$ cat src/sv/rtc_fmt_pkg.sv
// shared types, constants and digit helpers for the rtc time format codec
`timescale 1ns / 1ps

package rtc_fmt_pkg;

  // operation carried with each item
  typedef enum logic [0:0] {
    FUNC_ENCODE = 1'b0,
    FUNC_DECODE = 1'b1
  } func_t;

  // register index on the configuration port
  typedef enum logic [0:0] {
    REG_BINARY_MODE = 1'b0,
    REG_HOUR_24     = 1'b1
  } reg_idx_t;

  // mode bits from status register b
  typedef struct packed {
    logic binary;
    logic h24;
  } mode_t;

  // calendar fields of one item
  typedef struct packed {
    logic [11:0] year;
    logic [7:0]  month;
    logic [7:0]  day;
    logic [7:0]  hour;
    logic [7:0]  minute;
    logic [7:0]  second;
  } time_t;

  localparam int unsigned TDATA_W = 56;

  localparam logic [7:0]  MAX_SEC_MIN = 8'd59;
  localparam logic [7:0]  MAX_HOUR_24 = 8'd23;
  localparam logic [7:0]  NOON_HOUR   = 8'd12;
  localparam logic [7:0]  MAX_DAY     = 8'd31;
  localparam logic [7:0]  MAX_MONTH   = 8'd12;
  localparam logic [7:0]  MAX_YY      = 8'd99;
  localparam logic [7:0]  ONE_CENTURY = 8'd100;
  localparam logic [7:0]  TWO_CENTURY = 8'd200;
  localparam logic [11:0] YEAR_BASE   = 12'd1970;
  localparam logic [11:0] YEAR_LAST   = 12'd2069;
  localparam logic [11:0] CENTURY_LO  = 12'd1900;
  localparam logic [11:0] CENTURY_HI  = 12'd2000;
  localparam logic [6:0]  YY_PIVOT    = 7'd70;

  // year / 100 as multiply by reciprocal, exact for 12-bit years
  localparam logic [12:0] YR_RECIP = 13'd5243;
  localparam int unsigned YR_SHIFT = 19;

  // v / 10 for an 8-bit value
  function automatic logic [4:0] div10(input logic [7:0] v);
    logic [15:0] p;
    p = 16'(v) * 16'd205;
    return p[15:11];
  endfunction

  // bcd byte from value and its tenths quotient, kept to 8 bits
  function automatic logic [7:0] to_bcd(input logic [7:0] v, input logic [4:0] q);
    logic [7:0] lo;
    lo = v - ({3'b000, q} << 3) - ({3'b000, q} << 1);
    return {q[3:0], lo[3:0]};
  endfunction

  // register byte to value, bcd digits unchecked
  function automatic logic [7:0] dec_val(input logic [7:0] b, input logic binary);
    logic [7:0] tens;
    tens = {4'b0000, b[7:4]} * 8'd10;
    return binary ? b : (tens + {4'b0000, b[3:0]});
  endfunction

  // non-decimal digit in either nibble
  function automatic logic nib_bad(input logic [7:0] b);
    return (b[7:4] > 4'd9) || (b[3:0] > 4'd9);
  endfunction

endpackage

$ cat src/sv/rtc_fmt_pipe.sv
// three-stage conversion pipeline for encode and decode of rtc time bytes
`timescale 1ns / 1ps

module rtc_fmt_pipe (
  input  logic                clk,
  input  logic                rst_n,
  input  rtc_fmt_pkg::mode_t  mode,
  input  logic                in_valid,
  output logic                in_ready,
  input  rtc_fmt_pkg::func_t  in_func,
  input  rtc_fmt_pkg::time_t  in_time,
  output logic                out_valid,
  input  logic                out_ready,
  output rtc_fmt_pkg::time_t  out_time,
  output logic                out_bad
);
  import rtc_fmt_pkg::*;

  typedef struct packed {
    func_t       func;
    logic [7:0]  sec;
    logic [7:0]  min;
    logic [7:0]  hr;
    logic [7:0]  day;
    logic [7:0]  mon;
    logic        pm;
    logic [11:0] yr;
    logic [5:0]  yq;
    logic        bad;
  } s1_t;

  typedef struct packed {
    func_t       func;
    logic [7:0]  sec;
    logic [7:0]  min;
    logic [7:0]  hr;
    logic [7:0]  day;
    logic [7:0]  mon;
    logic [4:0]  qsec;
    logic [4:0]  qmin;
    logic [4:0]  qhr;
    logic [4:0]  qday;
    logic [4:0]  qmon;
    logic        pm;
    logic [6:0]  yr;
    logic        bad;
  } s2_t;

  logic        v1_r, v2_r, v3_r;
  logic        rdy1, rdy2, rdy3;
  s1_t         s1_nxt, s1_r;
  s2_t         s2_nxt, s2_r;
  time_t       out_time_nxt, out_time_r;
  logic        out_bad_nxt, out_bad_r;

  logic [24:0] yprod;
  logic [7:0]  enc_h;
  logic        enc_pm;
  logic [7:0]  hr_byte;
  logic [11:0] ymul;
  logic [11:0] ydiff;
  logic [7:0]  dh;
  logic [7:0]  yy;
  logic [4:0]  yq10;

  // stall chain: a stage moves when it is empty or the next one moves
  assign rdy3     = !v3_r || out_ready;
  assign rdy2     = !v2_r || rdy3;
  assign rdy1     = !v1_r || rdy2;
  assign in_ready = rdy1;

  // stage 1: range checks, 12-hour fold, digit decode, year quotient
  always_comb begin
    yprod   = 25'(in_time.year) * 25'(YR_RECIP);
    hr_byte = mode.h24 ? in_time.hour : {1'b0, in_time.hour[6:0]};
    enc_h   = in_time.hour;
    enc_pm  = 1'b0;
    if (!mode.h24) begin
      if (enc_h >= NOON_HOUR) begin
        enc_h  = enc_h - NOON_HOUR;
        enc_pm = 1'b1;
      end
      if (enc_h == 8'd0) begin
        enc_h = NOON_HOUR;
      end
    end
    s1_nxt      = '0;
    s1_nxt.func = in_func;
    s1_nxt.yq   = yprod[YR_SHIFT +: 6];
    unique case (in_func)
      FUNC_ENCODE: begin
        s1_nxt.sec = in_time.second;
        s1_nxt.min = in_time.minute;
        s1_nxt.hr  = enc_h;
        s1_nxt.pm  = enc_pm;
        s1_nxt.day = in_time.day;
        s1_nxt.mon = in_time.month;
        s1_nxt.yr  = in_time.year;
        s1_nxt.bad = (in_time.second > MAX_SEC_MIN) || (in_time.minute > MAX_SEC_MIN) ||
                     (in_time.hour > MAX_HOUR_24) || (in_time.day == 8'd0) ||
                     (in_time.day > MAX_DAY) || (in_time.month == 8'd0) ||
                     (in_time.month > MAX_MONTH) || (in_time.year < YEAR_BASE) ||
                     (in_time.year > YEAR_LAST);
      end
      FUNC_DECODE: begin
        s1_nxt.sec = dec_val(in_time.second, mode.binary);
        s1_nxt.min = dec_val(in_time.minute, mode.binary);
        s1_nxt.hr  = dec_val(hr_byte, mode.binary);
        s1_nxt.pm  = in_time.hour[7];
        s1_nxt.day = dec_val(in_time.day, mode.binary);
        s1_nxt.mon = dec_val(in_time.month, mode.binary);
        s1_nxt.yr  = {4'b0000, dec_val(in_time.year[7:0], mode.binary)};
        s1_nxt.bad = (in_time.year[11:8] != 4'd0) ||
                     (!mode.binary && (nib_bad(in_time.second) || nib_bad(in_time.minute) ||
                                       nib_bad(hr_byte) || nib_bad(in_time.day) ||
                                       nib_bad(in_time.month) ||
                                       nib_bad(in_time.year[7:0])));
      end
      default: s1_nxt.bad = 1'b0;
    endcase
  end

  // stage 2: tenths quotients, year modulo 100, decoded range and hour map
  always_comb begin
    ymul  = {6'b000000, s1_r.yq} * 12'd100;
    ydiff = s1_r.yr - ymul;
    dh    = s1_r.hr;
    yy    = s1_r.yr[7:0];
    s2_nxt      = '0;
    s2_nxt.func = s1_r.func;
    s2_nxt.sec  = s1_r.sec;
    s2_nxt.min  = s1_r.min;
    s2_nxt.day  = s1_r.day;
    s2_nxt.mon  = s1_r.mon;
    s2_nxt.pm   = s1_r.pm;
    s2_nxt.qsec = div10(s1_r.sec);
    s2_nxt.qmin = div10(s1_r.min);
    s2_nxt.qhr  = div10(s1_r.hr);
    s2_nxt.qday = div10(s1_r.day);
    s2_nxt.qmon = div10(s1_r.mon);
    s2_nxt.hr   = s1_r.hr;
    s2_nxt.bad  = s1_r.bad;
    unique case (s1_r.func)
      FUNC_ENCODE: begin
        s2_nxt.yr = ydiff[6:0];
      end
      FUNC_DECODE: begin
        // hour: 24-hour passes, 12-hour maps twelve to zero then adds pm
        if (mode.h24) begin
          if (dh > MAX_HOUR_24) s2_nxt.bad = 1'b1;
        end else begin
          if ((dh == 8'd0) || (dh > NOON_HOUR)) s2_nxt.bad = 1'b1;
          if (dh == NOON_HOUR) dh = 8'd0;
          if (s1_r.pm) dh = dh + NOON_HOUR;
        end
        s2_nxt.hr = dh;
        if ((s1_r.sec > MAX_SEC_MIN) || (s1_r.min > MAX_SEC_MIN) || (s1_r.day == 8'd0) ||
            (s1_r.day > MAX_DAY) || (s1_r.mon == 8'd0) || (s1_r.mon > MAX_MONTH) ||
            (yy > MAX_YY)) begin
          s2_nxt.bad = 1'b1;
        end
        // two-digit year folded back below one hundred
        if (yy >= TWO_CENTURY) begin
          yy = yy - TWO_CENTURY;
        end else if (yy >= ONE_CENTURY) begin
          yy = yy - ONE_CENTURY;
        end
        s2_nxt.yr = yy[6:0];
      end
      default: s2_nxt.yr = 7'd0;
    endcase
  end

  // stage 3: bcd packing or binary pass-through for encode, year windowing for decode
  always_comb begin
    yq10         = div10({1'b0, s2_r.yr});
    out_time_nxt = '0;
    out_bad_nxt  = s2_r.bad;
    unique case (s2_r.func)
      FUNC_ENCODE: begin
        if (mode.binary) begin
          out_time_nxt.second = s2_r.sec;
          out_time_nxt.minute = s2_r.min;
          out_time_nxt.hour   = s2_r.hr | {s2_r.pm, 7'b0000000};
          out_time_nxt.day    = s2_r.day;
          out_time_nxt.month  = s2_r.mon;
          out_time_nxt.year   = {5'b00000, s2_r.yr};
        end else begin
          out_time_nxt.second = to_bcd(s2_r.sec, s2_r.qsec);
          out_time_nxt.minute = to_bcd(s2_r.min, s2_r.qmin);
          out_time_nxt.hour   = to_bcd(s2_r.hr, s2_r.qhr) | {s2_r.pm, 7'b0000000};
          out_time_nxt.day    = to_bcd(s2_r.day, s2_r.qday);
          out_time_nxt.month  = to_bcd(s2_r.mon, s2_r.qmon);
          out_time_nxt.year   = {4'b0000, to_bcd({1'b0, s2_r.yr}, yq10)};
        end
      end
      FUNC_DECODE: begin
        out_time_nxt.second = s2_r.sec;
        out_time_nxt.minute = s2_r.min;
        out_time_nxt.hour   = s2_r.hr;
        out_time_nxt.day    = s2_r.day;
        out_time_nxt.month  = s2_r.mon;
        out_time_nxt.year   = (s2_r.yr < YY_PIVOT) ? (CENTURY_HI + 12'(s2_r.yr))
                                                   : (CENTURY_LO + 12'(s2_r.yr));
      end
      default: out_bad_nxt = s2_r.bad;
    endcase
  end

  // valid bits
  always_ff @(posedge clk) begin
    if (!rst_n) begin
      v1_r <= 1'b0;
      v2_r <= 1'b0;
      v3_r <= 1'b0;
    end else begin
      if (rdy1) v1_r <= in_valid;
      if (rdy2) v2_r <= v1_r;
      if (rdy3) v3_r <= v2_r;
    end
  end

  // payload stages, loaded only with a live item
  always_ff @(posedge clk) begin
    if (rdy1 && in_valid) s1_r <= s1_nxt;
    if (rdy2 && v1_r) s2_r <= s2_nxt;
    if (rdy3 && v2_r) begin
      out_time_r <= out_time_nxt;
      out_bad_r  <= out_bad_nxt;
    end
  end

  assign out_valid = v3_r;
  assign out_time  = out_time_r;
  assign out_bad   = out_bad_r;

endmodule

$ cat src/sv/cmos_rtc_time_format_codec.sv
// top level of the rtc time format codec: stream ports, mode registers, pipeline
//
//   channel | direction | handshake               | contents
//   in_     | slave     | in_tvalid / in_tready   | tdata: time fields, tuser: func
//   out_    | master    | out_tvalid / out_tready | tdata: time fields, tuser: bad_input
//   cfg     | apb slave | psel, penable, pready   | binary_mode at 0x0, hour_24_mode at 0x4
//
// one item per clock while out_tready is high; each item passes through the three register
// stages (digit prep, quotients and range, bcd pack and year window).
// rst_n is synchronous; it empties the pipeline and clears both mode bits to zero.
// a stall on out_tready holds each full stage whose later stages are all full; empty stages still fill.
`timescale 1ns / 1ps

module cmos_rtc_time_format_codec (
  input  logic                               clk,
  input  logic                               rst_n,
  input  logic                               in_tvalid,
  output logic                               in_tready,
  // second [7:0], minute [15:8], hour [23:16], day [31:24], month [39:32],
  // year [51:40], zero [55:52]
  input  logic [rtc_fmt_pkg::TDATA_W-1:0]    in_tdata,
  // func [0]
  input  logic [0:0]                         in_tuser,
  output logic                               out_tvalid,
  input  logic                               out_tready,
  // out_second [7:0], out_minute [15:8], out_hour [23:16], out_day [31:24],
  // out_month [39:32], out_year [51:40], zero [55:52]
  output logic [rtc_fmt_pkg::TDATA_W-1:0]    out_tdata,
  // bad_input [0]
  output logic [0:0]                         out_tuser,
  input  logic                               psel,
  input  logic                               penable,
  input  logic                               pwrite,
  input  logic [2:0]                         paddr,
  input  logic [31:0]                        pwdata,
  output logic [31:0]                        prdata,
  output logic                               pready
);
  import rtc_fmt_pkg::*;

  logic     binary_mode_r;
  logic     hour_24_mode_r;
  logic     cfg_wr;
  reg_idx_t cfg_idx;
  mode_t    mode;
  time_t    in_time;
  time_t    out_time;
  logic     out_bad;

  // configuration port, word index from address bit 2
  assign pready  = 1'b1;
  assign cfg_wr  = psel && penable && pwrite && pready;
  assign cfg_idx = reg_idx_t'(paddr[2]);

  always_ff @(posedge clk) begin
    if (!rst_n) begin
      binary_mode_r  <= 1'b0;
      hour_24_mode_r <= 1'b0;
    end else if (cfg_wr) begin
      unique case (cfg_idx)
        REG_BINARY_MODE: binary_mode_r  <= pwdata[0];
        REG_HOUR_24:     hour_24_mode_r <= pwdata[0];
        default:         binary_mode_r  <= binary_mode_r;
      endcase
    end
  end

  // register read back
  always_comb begin
    prdata = 32'd0;
    unique case (cfg_idx)
      REG_BINARY_MODE: prdata[0] = binary_mode_r;
      REG_HOUR_24:     prdata[0] = hour_24_mode_r;
      default:         prdata    = 32'd0;
    endcase
  end

  assign mode.binary = binary_mode_r;
  assign mode.h24    = hour_24_mode_r;

  // unpack the input item
  assign in_time.second = in_tdata[7:0];
  assign in_time.minute = in_tdata[15:8];
  assign in_time.hour   = in_tdata[23:16];
  assign in_time.day    = in_tdata[31:24];
  assign in_time.month  = in_tdata[39:32];
  assign in_time.year   = in_tdata[51:40];

  rtc_fmt_pipe u_pipe (
    .clk       (clk),
    .rst_n     (rst_n),
    .mode      (mode),
    .in_valid  (in_tvalid),
    .in_ready  (in_tready),
    .in_func   (func_t'(in_tuser[0])),
    .in_time   (in_time),
    .out_valid (out_tvalid),
    .out_ready (out_tready),
    .out_time  (out_time),
    .out_bad   (out_bad)
  );

  // pack the result item
  assign out_tdata = {4'b0000, out_time.year, out_time.month, out_time.day,
                      out_time.hour, out_time.minute, out_time.second};
  assign out_tuser = out_bad;

endmodule
$ cat config.mk
export PLATFORM = sky130hd
export DESIGN_NAME = cmos_rtc_time_format_codec
export DESIGN_NICKNAME = d
export VERILOG_FILES = /design/src/sv/rtc_fmt_pkg.sv /design/src/sv/rtc_fmt_pipe.sv /design/src/sv/cmos_rtc_time_format_codec.sv
export SDC_FILE = /design/constraint.sdc
export NUM_CORES = 1
export LEC_CHECK = 0
export ABC_CLOCK_PERIOD_IN_PS = 22900
export BUFFER_PORTS_ARGS = -buffer_cell sky130_fd_sc_hd__clkbuf_2
export CAP_MARGIN = 0
export CELL_PAD_IN_SITES_DETAIL_PLACEMENT = 0
export CELL_PAD_IN_SITES_GLOBAL_PLACEMENT = 1
export CORE_MARGIN = 5
export CORE_UTILIZATION = 52
export CTS_CLUSTER_DIAMETER = 50
export DETAILED_ROUTE_END_ITERATION = 8
export HOLD_SLACK_MARGIN = 0.02
export PLACE_DENSITY = 0.84
export SETUP_SLACK_MARGIN = 0.4
export SLEW_MARGIN = 0
export SYNTH_ARGS = -nofsm -noshare
export SYNTH_HDL_FRONTEND = slang
export SYNTH_SLANG_ARGS = --single-unit
$ cat constraint.sdc
create_clock -name clk -period 22.9 [get_ports clk]
set_input_delay 4.58 -clock clk [delete_from_list [all_inputs] [get_ports clk]]
set_output_delay 4.58 -clock clk [all_outputs]
set_load 0.005 [all_outputs]
# Yosys cells after proc, flatten, opt, wreduce, memory -nomap -nowiden
# Index checks and enable logic that the tools add are counted.
dict set report word_totals {
  in_bits 99
  mem_count 0
  register_bits 185
  wordCells 194
  latch_bits 0
  mem_bits_rw 0
  out_inout_bits 92
  rom_bits 0
}
dict set report classes {
  addsub 25
  n_mux 33
  n_div 0
  reduce_logical 49
  order_cmp 30
  eq_ne 1
  shifts 0
  bitwise 6
  multipliers 14
}
# cell n
set op_table {}
lappend op_table {{$mux W8} 17}
lappend op_table {{$pmux W53 S2} 1}
lappend op_table {{$pmux W52 S2} 1}
lappend op_table {{$mul A8 B8 Y15 const B} 5}
lappend op_table {{$add A8 B4 Y8} 6}
lappend op_table {{$gt A4 B4 Y1 const B} 12}
lappend op_table {{$logic_not A8 Y1} 6}
lappend op_table {{$mux W48} 1}
lappend op_table {{$sub A4 B4 Y4} 12}
lappend op_table {{$mul A4 B3 Y7 const B} 6}
lappend op_table {{$gt A8 B5 Y1 const B} 4}
lappend op_table {{$gt A8 B6 Y1 const B} 4}
lappend op_table {{$logic_or A1 B1 Y1} 30}
lappend op_table {{$mul A12 B13 Y25 const B} 1}
lappend op_table {{$add A11 B7 Y12 const A} 2}
lappend op_table {{$gt A8 B4 Y1 const B} 3}
lappend op_table {{$or A8 B8 Y8} 2}
lappend op_table {{$mul A7 B8 Y15 const B} 1}
lappend op_table {{$mux W7} 2}
lappend op_table {{$pmux W7 S2} 1}
lappend op_table {{$sub A7 B7 Y7 const B} 2}
lappend op_table {{$gt A12 B12 Y1 const B} 1}
lappend op_table {{$lt A12 B11 Y1 const B} 1}
lappend op_table {{$mux W12} 1}
lappend op_table {{17 further kinds} 36}

# Longest topological paths before layout
dict set report logic_depth {
  ltp_word 10
  depth_mapped 19
  mapped_depth_nobuf 19
}

# By module
# A second synthesis with hierarchy kept.
dict set report hier_totals {
  cells_unflattened 1940
  hier_area_um2 19567.5
}
# mod area_each_um2 cells_each seq_area_each_um2 n_inst
set by_module_without_submodules {}
lappend by_module_without_submodules {rtc_fmt_pipe 19192.2 1892 5405.2 1}
lappend by_module_without_submodules {cmos_rtc_time_format_codec 375.4 48 40.0 1}

# Least setup slack after synthesis
# OpenSTA, ideal clock, no wires.
dict set report synth_path {
  kind {input-to-reg}
  start {input port out_tready}
  end {register u_pipe.s2_r, in the netlist u_pipe.out_bad_nxt, enable pin}
  setup_ps 605
  path_stages 2
  t_required_ps 22295
  arrival_time_ps 9767
  n_path_buf 0
  slack_ps 12528
  cell_sequence {nor2b_1 a21boi_0}
}
dict set report synth_via {
  elab_chain_len 3
}
# element line
set synth_rtl {}
lappend synth_rtl {{from (decl)} cmos_rtc_time_format_codec.sv:25} ;# input logic out_tready,
lappend synth_rtl {{$logic_or A1 B1 Y1} rtc_fmt_pipe.sv:67} ;# assign rdy3 = !v3_r || out_ready;
lappend synth_rtl {{$logic_or A1 B1 Y1} rtc_fmt_pipe.sv:68} ;# assign rdy2 = !v2_r || rdy3;
lappend synth_rtl {{$logic_and A1 B1 Y1} rtc_fmt_pipe.sv:226} ;# if (rdy2 && v1_r) s2_r <= s2_nxt;
lappend synth_rtl {{to (signal assigned)} rtc_fmt_pipe.sv:226}
lappend synth_rtl {{to (decl)} rtc_fmt_pipe.sv:52} ;# s2_t s2_nxt, s2_r;
# Every way passes these cells.
# A chain may end at the register's enable or synchronous reset.

# Worst setup path in the final report
dict set report layout_path {
  start {input port out_tready}
  end {output port in_tready}
}
dict set report layout_via {
  elab_chain_len 3
}
# element line
set layout_rtl {}
lappend layout_rtl {{$logic_or A1 B1 Y1} rtc_fmt_pipe.sv:67}
lappend layout_rtl {{$logic_or A1 B1 Y1} rtc_fmt_pipe.sv:68}
lappend layout_rtl {{$logic_or A1 B1 Y1} rtc_fmt_pipe.sv:69} ;# assign rdy1 = !v1_r || rdy2;
lappend layout_rtl {{to (decl)} cmos_rtc_time_format_codec.sv:18} ;# output logic in_tready,
# Every way passes these cells.

==> out/qor.txt <==
status: finished, final reports clean
GRT Util Overall: 20.0%
crit path launch type: input port
Routed WL per cell: 15.6 µm
# hold bufs at CTS: 0
Placeable Area: 37,400 µm²
cts repair resizes: 0
synthesized area: 19,600 µm²
post-synthesis async set-or-reset flop share: 0%
busiest grt layer: met2
P per Cell Area: 89.9 nW/µm²
Rel. slew slack: 34.5%
M2 GR Usage: 34.3%
Final setup viols: 0
layout cells sized above 1: 8.31%
# DRC: 0
global routing usage on met1: 27.2%
Max-Cap Viols: 0
Routed Wire Length: 40.3 mm
Setup Crit Path Kind: in2out
register area share after synthesis: 27.8%
CP Capture Type: output port
Top FF cell, synth: edfxtp_1
buffers added on ports: 117
postcts setup bufs: 0
H-tree levels: 4
vias per cell: 5.18
Min-Delay Path Class: reg2reg
clk_skew: 0.0215 ns
post-route ant nets: 0
Placement Rows: 71
clock sinks: 183
die height: 204 µm
DRT iter0 DRCs: 463
DR vias: 13,375
DIE WIDTH: 204 µm
period utilization: 44.4%
initial antenna violation count: 1
Ys Warns: 0
DP Area: 20,600 µm²
Gate Count Post-Synth: 1,945
peak supply drop: 0.0827 mV
number of global-route vias before repair: 13,703
CTS tree: yes
Hold Violations, Final: 0
largest net degree at the start of global routing: 71
HPWL after DPL: 33.2 mm
total CTS buffers: 17
Fmax: 98.3 MHz
drt first pass iters: 5
Nets: 2,708
Ports: 191
Post-synth EDFFs: 178
first-pass GRT wire length: 67.7 mm
RSZ-0062 raised after global routing: false
CTS Root Cell: clkbuf_16
worst-margin pin slew: 0.982 ns
syn_area_per_cell: 10.1 µm²
full die area: 41,600 µm²
CP arrival: 5.59 ns
Netlist cell types: 64
Setup TNS Final: 0 ns
leakage power: 10.6 nW
count of state elements after synthesis: 183
Clock Path Buffers: 2
GR Overflow Total: 0
M3 GR Usage: 2.22%
WP data required: 18.32 ns
Area Growth Syn to Fin: 8.44%
gp weighted congestion: 0.907
Critical Path Fanout Max: 6
post-route cell area: 21,200 µm²
initial core utilization: 52.3%
Clock Pin Slew Worst Setup and Hold Paths: 0.07 ns
Clock Latency Late Sink: 0.45 ns
Final Critical Period: 10.17 ns
Max Slew Vio Count: 0
[worst max-delay path, stage by stage]
cell and delay, ns:
clkbuf_2 0.08, nor2b_1 0.60, nand3_1 0.18, clkbuf_2 0.16
[cells by family (layout without fill, tap and decap cells)]
| logic type | after synthesis | count (layout) | synth area share [%] |
|---|---|---|---|
| adder cells (fa/ha/maj) | 551 | 551 | 39.8 |
| AND/OR/NAND/NOR | 320 | 320 | 7.33 |
| flip-flops | 183 | 183 | 27.8 |
| multiplexers | 15 | 15 | 0.812 |
| AO/OA/AOI/OAI | 310 | 310 | 9.66 |
| buffers and inverters | 450 | 542 | 9.35 |
| other | 2 | 37 | 0.0384 |
| XOR/XNOR | 114 | 114 | 5.17 |
[cell type report]
type | instances | area, µm²
Antenna cell | 1 | 2.50
Clock buffer | 17 | 425
Clock inverter | 15 | 158
Fill cell | 3198 | 16200
Inverter | 387 | 1450
Multi-Input combinational cell | 1346 | 12500
Sequential cell | 183 | 5450
Tap cell | 511 | 639
Timing Repair Buffer | 123 | 631
[flip-flops by register name, summed over array words and instances, names as in the netlist]
signal	flops
u_pipe.v2_r	1
u_pipe.out_bad_nxt	1
hour_24_mode_r	1
binary_mode_r	1
u_pipe.s1_r	56
u_pipe.out_valid	1
u_pipe.s2_r	69
u_pipe.v1_r	1
u_pipe.out_time	51
u_pipe.out_bad	1
[cell usage in the layout, fill, tap and decap left out, types with 16 or more instances in the layout]
cell type | Yosys | layout
inv_1 | 386 | 386
xnor2_1 | 69 | 69
nor2_1 | 47 | 46
clkbuf_16 | 0 | 17
a21o_1 | 20 | 20
a21oi_1 | 77 | 77
nand3_1 | 23 | 23
o21ai_0 | 104 | 104
fa_1 | 119 | 119
conb_1 | 2 | 36
nor2b_1 | 17 | 16
nand2_1 | 168 | 168
ha_1 | 432 | 432
xor2_1 | 44 | 44
edfxtp_1 | 178 | 178
clkbuf_2 | 0 | 117
[report_power, final]
group / switching (W) / leakage [nW] / internal [W]
logic: 0.000612 / 8.62 / 0.000506
registers: 0.0000406 / 1.73 / 0.000450
clock network: 0.000144 / 0.282 / 0.000155
[path summary, 6_finish.rpt]
path              cells past startpoint                     start                            end  slack (ns)
setup reg to reg                     18  u_pipe.s2_r[6]$_DFFE_PP_  u_pipe.out_time[43]$_DFFE_PP_       17.89
setup / recovery                      4                out_tready                      in_tready       12.73
hold / removal                        0  u_pipe.s1_r[7]$_DFFE_PP_       u_pipe.s2_r[1]$_DFFE_PP_        0.49
hold reg to reg                       0  u_pipe.s1_r[7]$_DFFE_PP_       u_pipe.s2_r[1]$_DFFE_PP_        0.49
[metal layers]
metal,vias to the layer above,share of wire [%]
li1,6717,-
met5,-,0
met2,212,48
met4,0,2.0
met1,6401,47
met3,45,3.1
[cells in the mapped netlist, types with 14 or more instances]
cell type | count | share of area (%)
nand2_1 | 168 | 3.2
buf_4 | 37 | 1.4
a21o_1 | 20 | 0.77
xor2_1 | 44 | 2.0
a31oi_1 | 15 | 0.48
nand3_1 | 23 | 0.59
nor2_1 | 47 | 0.90
nor3_1 | 14 | 0.36
clkbuf_1 | 22 | 0.42
edfxtp_1 | 178 | 27
fa_1 | 119 | 12
inv_1 | 386 | 7.4
nand4_1 | 14 | 0.45
a21oi_1 | 77 | 2.0
o211ai_1 | 14 | 0.54
xnor2_1 | 69 | 3.1
ha_1 | 432 | 28
o21ai_0 | 104 | 2.7
nor2b_1 | 17 | 0.54
[metrics by stage]
| step | total power, W | hold slack [ns] | cells | setup slack (ns) | utilization, % |
|---|---|---|---|---|---|
| 2_1_floorplan | 0.00135 | 0.400 | 1979 | 12.53 | - |
| 3_3_place_gp | 0.00157 | 0.460 | 2550 | 12.77 | 55.2 |
| 3_5_place_dp | 0.00161 | 0.467 | 2550 | 12.73 | 55.2 |
| 4_1_cts | 0.00193 | 0.488 | 2582 | 12.72 | 56.7 |
| 5_1_grt | 0.00213 | 0.496 | 2583 | 12.65 | 56.7 |
| 6_report | 0.00191 | 0.490 | 2583 | 12.73 | 56.7 |
(Power assumes the default switching activity.)
